--- src/sv/spq_pkg.sv ---
`default_nettype none
// ----------------------------------------------------------------------------
// Sorted priority queue package
// Word types, operation and status codes shared by the queue modules.
// ----------------------------------------------------------------------------
package spq_pkg;

    localparam int DEPTH_DEFAULT = 16;
    localparam int VALUE_W       = 32;

    localparam logic [1:0] KIND_INSERT = 2'd0;
    localparam logic [1:0] KIND_REMOVE = 2'd1;
    localparam logic [1:0] KIND_FIND   = 2'd2;

    typedef enum logic [1:0] {
        ST_OK        = 2'd0,
        ST_NOT_FOUND = 2'd1,
        ST_FULL      = 2'd2
    } t_status;

    typedef struct packed {
        logic [1:0]                kind;
        logic signed [VALUE_W-1:0] operand_value;
    } t_in_word;

    typedef struct packed {
        logic [1:0]                status;
        logic [4:0]                entry_count;
        logic signed [VALUE_W-1:0] head_value;
        logic                      head_valid;
    } t_out_word;

    // operation broadcast to every cell
    typedef struct packed {
        logic                      ins;
        logic                      rem;
        logic signed [VALUE_W-1:0] operand;
    } t_cell_ctl;

endpackage
`default_nettype wire

--- src/sv/spq_cell.sv ---
`default_nettype none
// ----------------------------------------------------------------------------
// Sorted priority queue cell
// Holds one entry; shifts right on insert at or ahead of it, left on remove at or
// ahead of it, and reports its compare results to its right neighbor and the unit.
// ----------------------------------------------------------------------------
module spq_cell (
    input  wire                            i_clk,
    input  wire  spq_pkg::t_cell_ctl       i_ctl,
    input  wire                            i_occ,
    input  wire                            i_found,
    input  wire                            i_left_keep,
    input  wire  signed [spq_pkg::VALUE_W-1:0] i_left_value,
    input  wire  signed [spq_pkg::VALUE_W-1:0] i_right_value,
    output logic                           o_keep,
    output logic                           o_match,
    output logic signed [spq_pkg::VALUE_W-1:0] o_value
);

    logic signed [spq_pkg::VALUE_W-1:0] r_value;
    logic signed [spq_pkg::VALUE_W-1:0] n_value;
    logic                               w_gt;

    assign w_gt    = i_occ && (r_value > i_ctl.operand);
    assign o_keep  = i_occ && (r_value >= i_ctl.operand);
    assign o_match = i_occ && (r_value == i_ctl.operand);
    assign o_value = r_value;

    always_comb begin
        n_value = r_value;
        if (i_ctl.ins && !o_keep) begin
            n_value = i_left_keep ? i_ctl.operand : i_left_value;
        end else if (i_ctl.rem && i_found && !w_gt) begin
            n_value = i_right_value;
        end
    end

    always_ff @(posedge i_clk) begin
        r_value <= n_value;
    end

endmodule
`default_nettype wire

--- src/sv/sorted_priority_queue_unit.sv ---
`default_nettype none
// ----------------------------------------------------------------------------
// Sorted priority queue unit
// Bounded queue of signed 32-bit values kept in descending order.
// ----------------------------------------------------------------------------
// A command word (kind, operand_value) is taken when i_start is high and
// o_busy is low. o_busy stays low: a new word may follow in every cycle.
// Kinds: insert (after all entries >= value), remove first equal, find;
// the unused kind code acts as find.
// Each word yields one result word on o_out, marked by o_strobe for one
// cycle, in the cycle after acceptance (throughput 1 word/cycle).
// The result carries status, entry count, head value and a non-empty flag.
// The store is a row of DEPTH cells that all compare against the operand
// at once and shift toward their neighbors in the same cycle; the found
// flag is an OR over the cells' match outputs.
// Reset clears the entry count and the strobe; cell contents are not reset.
// The receiver cannot stall: a result is gone after its strobe cycle.
// ----------------------------------------------------------------------------
module sorted_priority_queue_unit #(
    parameter int DEPTH = spq_pkg::DEPTH_DEFAULT
) (
    input  wire                     i_clk,
    input  wire                     i_rst_n,
    input  wire                     i_start,
    input  wire spq_pkg::t_in_word  i_in,
    output logic                    o_busy,
    output logic                    o_strobe,
    output spq_pkg::t_out_word      o_out
);

    localparam int CW = $clog2(DEPTH + 1);

    logic [CW-1:0]      r_count;
    logic [CW-1:0]      n_count;
    spq_pkg::t_status   r_status;
    spq_pkg::t_status   n_status;
    logic               r_strobe;
    logic               w_full;
    logic               w_found;
    spq_pkg::t_cell_ctl w_ctl;

    logic                               w_occ   [DEPTH];
    logic                               w_keep  [DEPTH];
    logic [DEPTH-1:0]                   w_match;
    logic signed [spq_pkg::VALUE_W-1:0] w_value [DEPTH];
    logic [CW+4:0]                      w_count_ext;

    assign w_full  = (r_count == CW'(DEPTH));
    assign w_found = |w_match;

    assign w_ctl.ins     = i_start && (i_in.kind == spq_pkg::KIND_INSERT) && !w_full;
    assign w_ctl.rem     = i_start && (i_in.kind == spq_pkg::KIND_REMOVE);
    assign w_ctl.operand = i_in.operand_value;

    genvar gi;
    generate
        for (gi = 0; gi < DEPTH; gi++) begin : g_cell
            logic                               w_lk;
            logic signed [spq_pkg::VALUE_W-1:0] w_lv;
            logic signed [spq_pkg::VALUE_W-1:0] w_rv;

            assign w_occ[gi] = (CW'(gi) < r_count);

            if (gi == 0) begin : g_first
                assign w_lk = 1'b1;
                assign w_lv = i_in.operand_value;
            end else begin : g_mid
                assign w_lk = w_keep[gi-1];
                assign w_lv = w_value[gi-1];
            end

            if (gi == DEPTH - 1) begin : g_last
                assign w_rv = w_value[gi];
            end else begin : g_inner
                assign w_rv = w_value[gi+1];
            end

            spq_cell u_cell (
                .i_clk         (i_clk),
                .i_ctl         (w_ctl),
                .i_occ         (w_occ[gi]),
                .i_found       (w_found),
                .i_left_keep   (w_lk),
                .i_left_value  (w_lv),
                .i_right_value (w_rv),
                .o_keep        (w_keep[gi]),
                .o_match       (w_match[gi]),
                .o_value       (w_value[gi])
            );
        end
    endgenerate

    always_comb begin
        n_count  = r_count;
        n_status = spq_pkg::ST_OK;
        case (i_in.kind)
            spq_pkg::KIND_INSERT: begin
                if (w_full) begin
                    n_status = spq_pkg::ST_FULL;
                end else begin
                    n_count = r_count + CW'(1);
                end
            end
            spq_pkg::KIND_REMOVE: begin
                if (w_found) begin
                    n_count = r_count - CW'(1);
                end else begin
                    n_status = spq_pkg::ST_NOT_FOUND;
                end
            end
            default: begin
                if (!w_found) begin
                    n_status = spq_pkg::ST_NOT_FOUND;
                end
            end
        endcase
    end

    always_ff @(posedge i_clk) begin
        if (!i_rst_n) begin
            r_count  <= '0;
            r_strobe <= 1'b0;
        end else begin
            r_strobe <= i_start;
            if (i_start) begin
                r_count <= n_count;
            end
        end
    end

    always_ff @(posedge i_clk) begin
        if (i_start) begin
            r_status <= n_status;
        end
    end

    assign w_count_ext = {5'd0, r_count};

    assign o_busy            = 1'b0;
    assign o_strobe          = r_strobe;
    assign o_out.status      = r_status;
    assign o_out.entry_count = w_count_ext[4:0];
    assign o_out.head_valid  = (r_count != '0);
    assign o_out.head_value  = (r_count != '0) ? w_value[0] : '0;

endmodule
`default_nettype wire
--- config.mk ---
export PLATFORM = sky130hd
export DESIGN_NAME = sorted_priority_queue_unit
export DESIGN_NICKNAME = d
export VERILOG_FILES = /design/src/sv/spq_pkg.sv /design/src/sv/spq_cell.sv /design/src/sv/sorted_priority_queue_unit.sv
export SDC_FILE = /design/constraint.sdc
export NUM_CORES = 2
export LEC_CHECK = 0
export BUFFER_PORTS_ARGS = -buffer_cell sky130_fd_sc_hd__buf_2
export CAP_MARGIN = 20
export CELL_PAD_IN_SITES_DETAIL_PLACEMENT = 0
export CELL_PAD_IN_SITES_GLOBAL_PLACEMENT = 1
export CORE_ASPECT_RATIO = 1.75
export CORE_MARGIN = 10
export CORE_UTILIZATION = 57
export CTS_BUF_LIST = sky130_fd_sc_hd__clkbuf_4 sky130_fd_sc_hd__clkbuf_8
export DETAILED_ROUTE_END_ITERATION = 8
export PLACE_DENSITY = 0.95
export SETUP_SLACK_MARGIN = 0.2
export SLEW_MARGIN = 15
export SYNTH_ARGS = -nofsm -noshare
export SYNTH_HDL_FRONTEND = slang
export SYNTH_SLANG_ARGS = --single-unit
--- constraint.sdc ---
create_clock -name i_clk -period 11.5 [get_ports i_clk]
set_input_delay 2.3 -clock i_clk [delete_from_list [all_inputs] [get_ports i_clk]]
set_output_delay 2.3 -clock i_clk [all_outputs]
set_load 0.02 [all_outputs]
Yosys cells after proc, flatten, opt, wreduce, memory -nomap -nowiden

Cells that the tools add are included.

Reduce and logical (&&, ||, !) cells: 134
Multiplexer cells: 52
Add/sub/neg operators: 2
Equality and inequality tests: 20
Order comparisons: 47

Operator list:

| cell                                                                   | number |
|---|---|
| 32-bit two-way mux                                                     | 46 |
| 32-bit equality test                                                   | 16 |
| 32-bit greater-or-equal comparator                                     | 16 |
| 32-bit greater-than comparator                                         | 15 |
| 1-bit logical AND                                                      | 82 |
| 4-bit by 5-bit < comparator with 1-bit output (first input constant)   | 8 |
| 1-bit zero test                                                        | 32 |
| 2-bit nonzero test                                                     | 16 |
| 3-bit by 5-bit < comparator with 1-bit output (first input constant)   | 4 |
| 16-bit OR reduction                                                    | 1 |
| 1-bit by 5-bit < comparator with 1-bit output (first input constant)   | 2 |
| 2-bit by 5-bit < comparator with 1-bit output (first input constant)   | 2 |
| 5-bit two-way mux                                                      | 2 |
| 5-bit case mux with 2 select lines                                     | 1 |
| 5-bit by 1-bit adder with 5-bit output (second input constant)         | 1 |
| 5-bit equality test (second input constant)                            | 1 |
| 5-bit nonzero test                                                     | 1 |
| 5-bit by 1-bit subtractor with 5-bit output (second input constant)    | 1 |
| 2-bit two-way mux                                                      | 2 |
| 4-bit AND reduction                                                    | 1 |
| 2-bit by 1-bit equality test with 1-bit output (second input constant) | 1 |
| 2-bit zero test                                                        | 1 |
| 2-bit by 1-bit != test with 1-bit output (second input constant)       | 1 |
| 2-bit != test (second input constant)                                  | 1 |
| 1-bit two-way mux                                                      | 1 |

Bits of input ports: 37
Output and inout port bits: 42
Register bits after elaboration: 520
Word-level logic and storage cells: 274

Longest topological paths before layout

Depth in word-level cells: 7
Mapped depth: 13
Depth with buffers taken out: 10

Cells and area by module

Synthesis repeated with hierarchy kept, for this count alone.

Cells, all modules: 3,920
Area total of the unflattened synthesis: 44,139.8 um2

By module, submodules not included:

| module                          | seq. area each (um2) | instances | area an instance (um2) | cells an instance |
|---|---|---|---|---|
| spq_cell (g_cell[0].u_cell ...) | 960.9                | 15        | 2,688.8                | 237 |
| spq_cell (g_cell[14].u_cell)    | 960.9                | 1         | 2,815.2                | 237 |
| sorted_priority_queue_unit      | 180.2                | 1         | 992.2                  | 128 |

Worst setup path after synthesis

OpenSTA, ideal clock, no wires.

Kind: input to register
From: in i_in[31] in the netlist's numbering
To: reg g_cell[2].u_cell.r_value (netlist bit g_cell[2].u_cell.o_value[0]), enable pin
Arrival: 6,907 ps
Library setup time: 470 ps
Cell stages on the path: 10
Setup slack: 4,123 ps
Path through: inv_1 > ha_1 > nand4_1 > or4_1 > or3_1 > o2111ai_2 > o41ai_4 > nand2_2 > buf_6 > a21boi_0

Cells in the longest elaborated chain, start to end: 6
Elaborated cells between the ends (all ways): 43
Classes of those cells: order compare: 2; eq/ne: 16; reduce/logical: 25

Ends and longest elaborated chain:

| item                                                                   | RTL line                         | text |
|---|---|---|
| start: declaration                                                     | sorted_priority_queue_unit.sv:25 | `input wire spq_pkg::t_in_word i_in,` |
| branches (longest 5 deep; another with 32-bit greater-than comparator) | -                                |  |
| 2-bit nonzero test (no source line) (*)                                | -                                |  |
| end signal: assignment                                                 | spq_cell.sv:39                   | `r_value <= n_value;` |
| end: declaration                                                       | spq_cell.sv:20                   | `logic signed [spq_pkg::VALUE_W-1:0] r_value;` |

Mark *: on every way between the ends.
A chain may end at the register's enable or synchronous reset.

Worst setup path after layout

From: in i_in[22] in the netlist's numbering
To: reg g_cell[5].u_cell.r_value (netlist bit g_cell[5].u_cell.o_value[25]), data pin

Cells in the longest elaborated chain, start to end: 5
Elaborated cells between the ends (all ways): 8
Classes of those cells: order compare: 2; mux: 2; reduce/logical: 4

Ends and longest elaborated chain:

| item                                   | RTL line       | text |
|---|---|---|
| 32-bit greater-or-equal comparator     | spq_cell.sv:25 | `assign o_keep = i_occ && (r_value >= i_ctl.operand);` |
| 1-bit logical AND                      | spq_cell.sv:25 |  |
| 1-bit zero test                        | spq_cell.sv:31 | `if (i_ctl.ins && !o_keep) begin` |
| 1-bit logical AND                      | spq_cell.sv:31 |  |
| 32-bit two-way mux (*)                 | spq_cell.sv:31 |  |
| net g_cell[5].u_cell.n_value (one bit) | spq_cell.sv:21 | `logic signed [spq_pkg::VALUE_W-1:0] n_value;` |
| end signal: assignment                 | spq_cell.sv:39 |  |
| end: declaration                       | spq_cell.sv:20 |  |

The timed path passes the listed nets; every way through them passes the cells marked *.

==> results.cfg <==
[outcome]
outcome = complete, no violations

[logic_synthesis]
yosysMostFrequentCell = ha_1
syn_area_sq_um = 38600
synth_cells = 3769
avgSynthCellArea_sq_um = 10.2
synthArstFlopShare = 0
post-synth-top-area-cell = edfxtp_1
yosys-top-cells-count = 516 x ha_1, 514 x edfxtp_1, 377 x nand2_1
yosysSeqAreaShare = 0.403
synth_edf_count = 514
ys_warn_count = 0
synth_top_area_frac = 0.400
synth.distinct_cells = 86
synth_area_leaders = edfxtp_1 40%, ha_1 17%, mux2i_1 8.4%
yosys_most_used_dff = edfxtp_1
syn-num-nets = 4322
synth_seq_cells = 520

[drt]
viasPerCell = 6.66
ant_nets = 0
drc = 0
wl_per_cell_um = 26.5
drt-total-wl_mm = 126
num_vias = 31700
drtIter0Drc = 3075
dr.pass1.iters = 6

[timing]
slew_viol_final = 0
relSlewSlack = 0.101
hold_viol_final = 0
fin_skew_ns = 0.0290
tightest_slew_ns = 1.34
layout_worst_path_cycle_share = 0.625
finalSetupViolations = 0
fmax_mhz = 139
final.setup.tns_ns = 0
rsz0062_at_grt = no
finalCriticalPeriod_ns = 7.19

[grt]
grt_remaining_overflow = 0
grt_pass1_vias = 31700
grt_pass1_wl_mm = 191
antenna_found_initial = 1
grt_usage = 0.314
grt_max_degree = 67

[clock_network]
clk_latency_ns = 0.73
htree_levels = 3
cts_hold_buf = 0
post-cts-setup-buffers = 0
cts_tree = built
cts.sinks = 520
path_clk_slew_ns = 0.06
cts_resized = 0
root_buffer = clkbuf_8
clockBufferDepth = 3
numCtsBuffers = 81

[die]
die_h_um = 364
start_util = 0.573
ios = 79
die_area_sq_um = 78900
core-area_sq_um = 67300
die_x_um = 217
rows = 126

[finish]
utilization = 0.619
fill_cells = 5600
layout-drive-gt1-share = 0.112
fin_nets = 4353
area_growth_pct = 7.92
fin_area_sq_um = 41700

[worst_setup_path]
reg2reg_slack_ns = 6.36
worstReg2RegEnd = g_cell[5].u_cell.o_value[25]$_DFFE_PP_
cp_cell_sequence = buf_2, inv_1, ha_1, nand4_1, nor4_1, o31a_1, o211ai_1, buf_4, nand2_1, nor3_4, buf_4, a221o_1
cp_max_fo = 66
cp-end-kind = register
path_common_cell = buf_4
critPathMaxStageDelay_ns = 1.11
slowest_stage = nor4_1
r2r_cells = 10
cp_num_buf_inv = 4
reg2reg_from = g_cell[5].u_cell.o_value[25]$_DFFE_PP_
worstPathArrival_ns = 7.66
worstSetupPathType = in -> reg
path_depth = 12
crit_end = g_cell[5].u_cell.o_value[25]$_DFFE_PP_
required_ns = 11.97
worstSetupStartpoint = i_in[22]
cp_top_family = simple AND/OR/NAND/NOR gates
start_kind = input port

[placement]
placed_cell_area_sq_um = 40000
portBuffers = 77
detailed_place_hpwl_mm = 95.6
gp_congestion = 1.01

[worst_hold_path]
hp-class = reg -> reg
holdCritStartpoint = g_cell[15].u_cell.o_value[14]$_DFFE_PP_

[run]
maxCapViolations = 0

[power_and_ir_drop]
p_per_area_nw_per_um2 = 111
power.leakage_nw = 16.8
peakVddDrop_mv = 0.0913
## report_power, final
part           total [W]  leakage, nW  internal, W  switching, W
Clock            0.00163        0.844     0.000825      0.000801
Combinational   0.000793         11.2     0.000278      0.000515
Sequential       0.00222         4.77      0.00216     0.0000606
Total            0.00464         16.8      0.00326       0.00138
## layout by cell type (no fill, tap or decap), types with 34 or more instances in the layout
| master | netlist | routed |
|---|---|---|
| ha_1 | 516 | 516 |
| edfxtp_1 | 514 | 514 |
| nand2_1 | 377 | 377 |
| a21oi_1 | 362 | 361 |
| o21ai_0 | 342 | 337 |
| mux2i_1 | 325 | 325 |
| nor2_1 | 210 | 206 |
| nand4_1 | 125 | 125 |
| mux2_2 | 94 | 94 |
| clkbuf_8 | 0 | 86 |
| inv_1 | 79 | 79 |
| buf_2 | 47 | 77 |
| and2_1 | 73 | 73 |
| buf_4 | 19 | 67 |
| nand3_1 | 65 | 64 |
| a211oi_1 | 50 | 50 |
| a21o_1 | 39 | 39 |
| nor4_1 | 38 | 38 |
| a221o_1 | 37 | 37 |
| a2bb2oi_1 | 34 | 34 |
## stage by stage
| step | instances | setup slack (ns) | hold slack, ns | total power (W) |
|---|---|---|---|---|
| 2_1_floorplan | 3769 | 4.12 | 0.522 | 0.00276 |
| 3_3_place_gp | 4608 | 3.82 | 0.538 | 0.00301 |
| 3_5_place_dp | 4611 | 3.80 | 0.554 | 0.00303 |
| 4_1_cts | 4756 | 4.55 | 0.584 | 0.00464 |
| 5_1_grt | 4759 | 4.32 | 0.603 | 0.00481 |
| 6_report | 4759 | 4.31 | 0.572 | 0.00464 |
## worst min path at each step
stage	endpoint	slack [ns]	cells after the start
after floorplan	g_cell[14].u_cell.o_value[0]$_DFFE_PP_	0.52	2
after global placement	g_cell[14].u_cell.o_value[18]$_DFFE_PP_	0.54	2
after detailed placement	g_cell[14].u_cell.o_value[6]$_DFFE_PP_	0.55	2
after CTS	g_cell[14].u_cell.o_value[18]$_DFFE_PP_	0.58	2
after global routing	g_cell[14].u_cell.o_value[21]$_DFFE_PP_	0.60	2
final	g_cell[14].u_cell.o_value[14]$_DFFE_PP_	0.57	2
## worst reg2reg max path, cell delays in order, from the launching register on
cell      delay, ns
edfxtp_1       0.47
ha_1           0.35
nand4_1        0.20
nor4_1         1.15
o31a_1         0.44
o211ai_1       0.14
buf_4          0.33
nand2_1        0.88
nor3_4         0.26
buf_4          0.29
a221o_1        0.37
## registers in the layout, indices dropped and copies added, names as in the netlist
signal and cells:
g_cell.u_cell.o_value 512, o_strobe 1, r_status 2, r_count 5
## final cells by class
class | instances | area [sq um] | share of cell area
multi-input combinational | 2969 | 22100 | 0.530
sequential | 520 | 15600 | 0.373
clock buffer | 114 | 1390 | 0.0335
tap | 896 | 1120 | 0.0269
timing repair buffer | 149 | 1010 | 0.0243
inverter | 79 | 297 | 0.00712
clock inverter | 31 | 190 | 0.00457
antenna | 1 | 2.50 | 0.0000601
## cells by family (layout without fill, tap and decap cells)
group | count (synthesis) | after routing | synth area share
compound gates | 1019 | 1019 | 0.159
xor+xnor | 8 | 8 | 0.00182
fa+ha+maj | 516 | 516 | 0.167
buf+inv | 280 | 373 | 0.0314
flops | 520 | 520 | 0.403
mux | 419 | 419 | 0.112
other cells | 1 | 2 | 0.0000971
simple gates | 1006 | 1006 | 0.126
## metal layers
layer | part of all wire | wire, um | track usage | vias up
li1 | - | - | - | 14500
met1 | 0.35 | 44000 | 0.333 | 15100
met2 | 0.49 | 62200 | 0.547 | 1523
met3 | 0.068 | 8530 | 0.0462 | 548
met4 | 0.092 | 11600 | 0.256 | 0
met5 | 0 | 0 | 0 | -
Note: power is estimated with default switching activity, not from simulation.
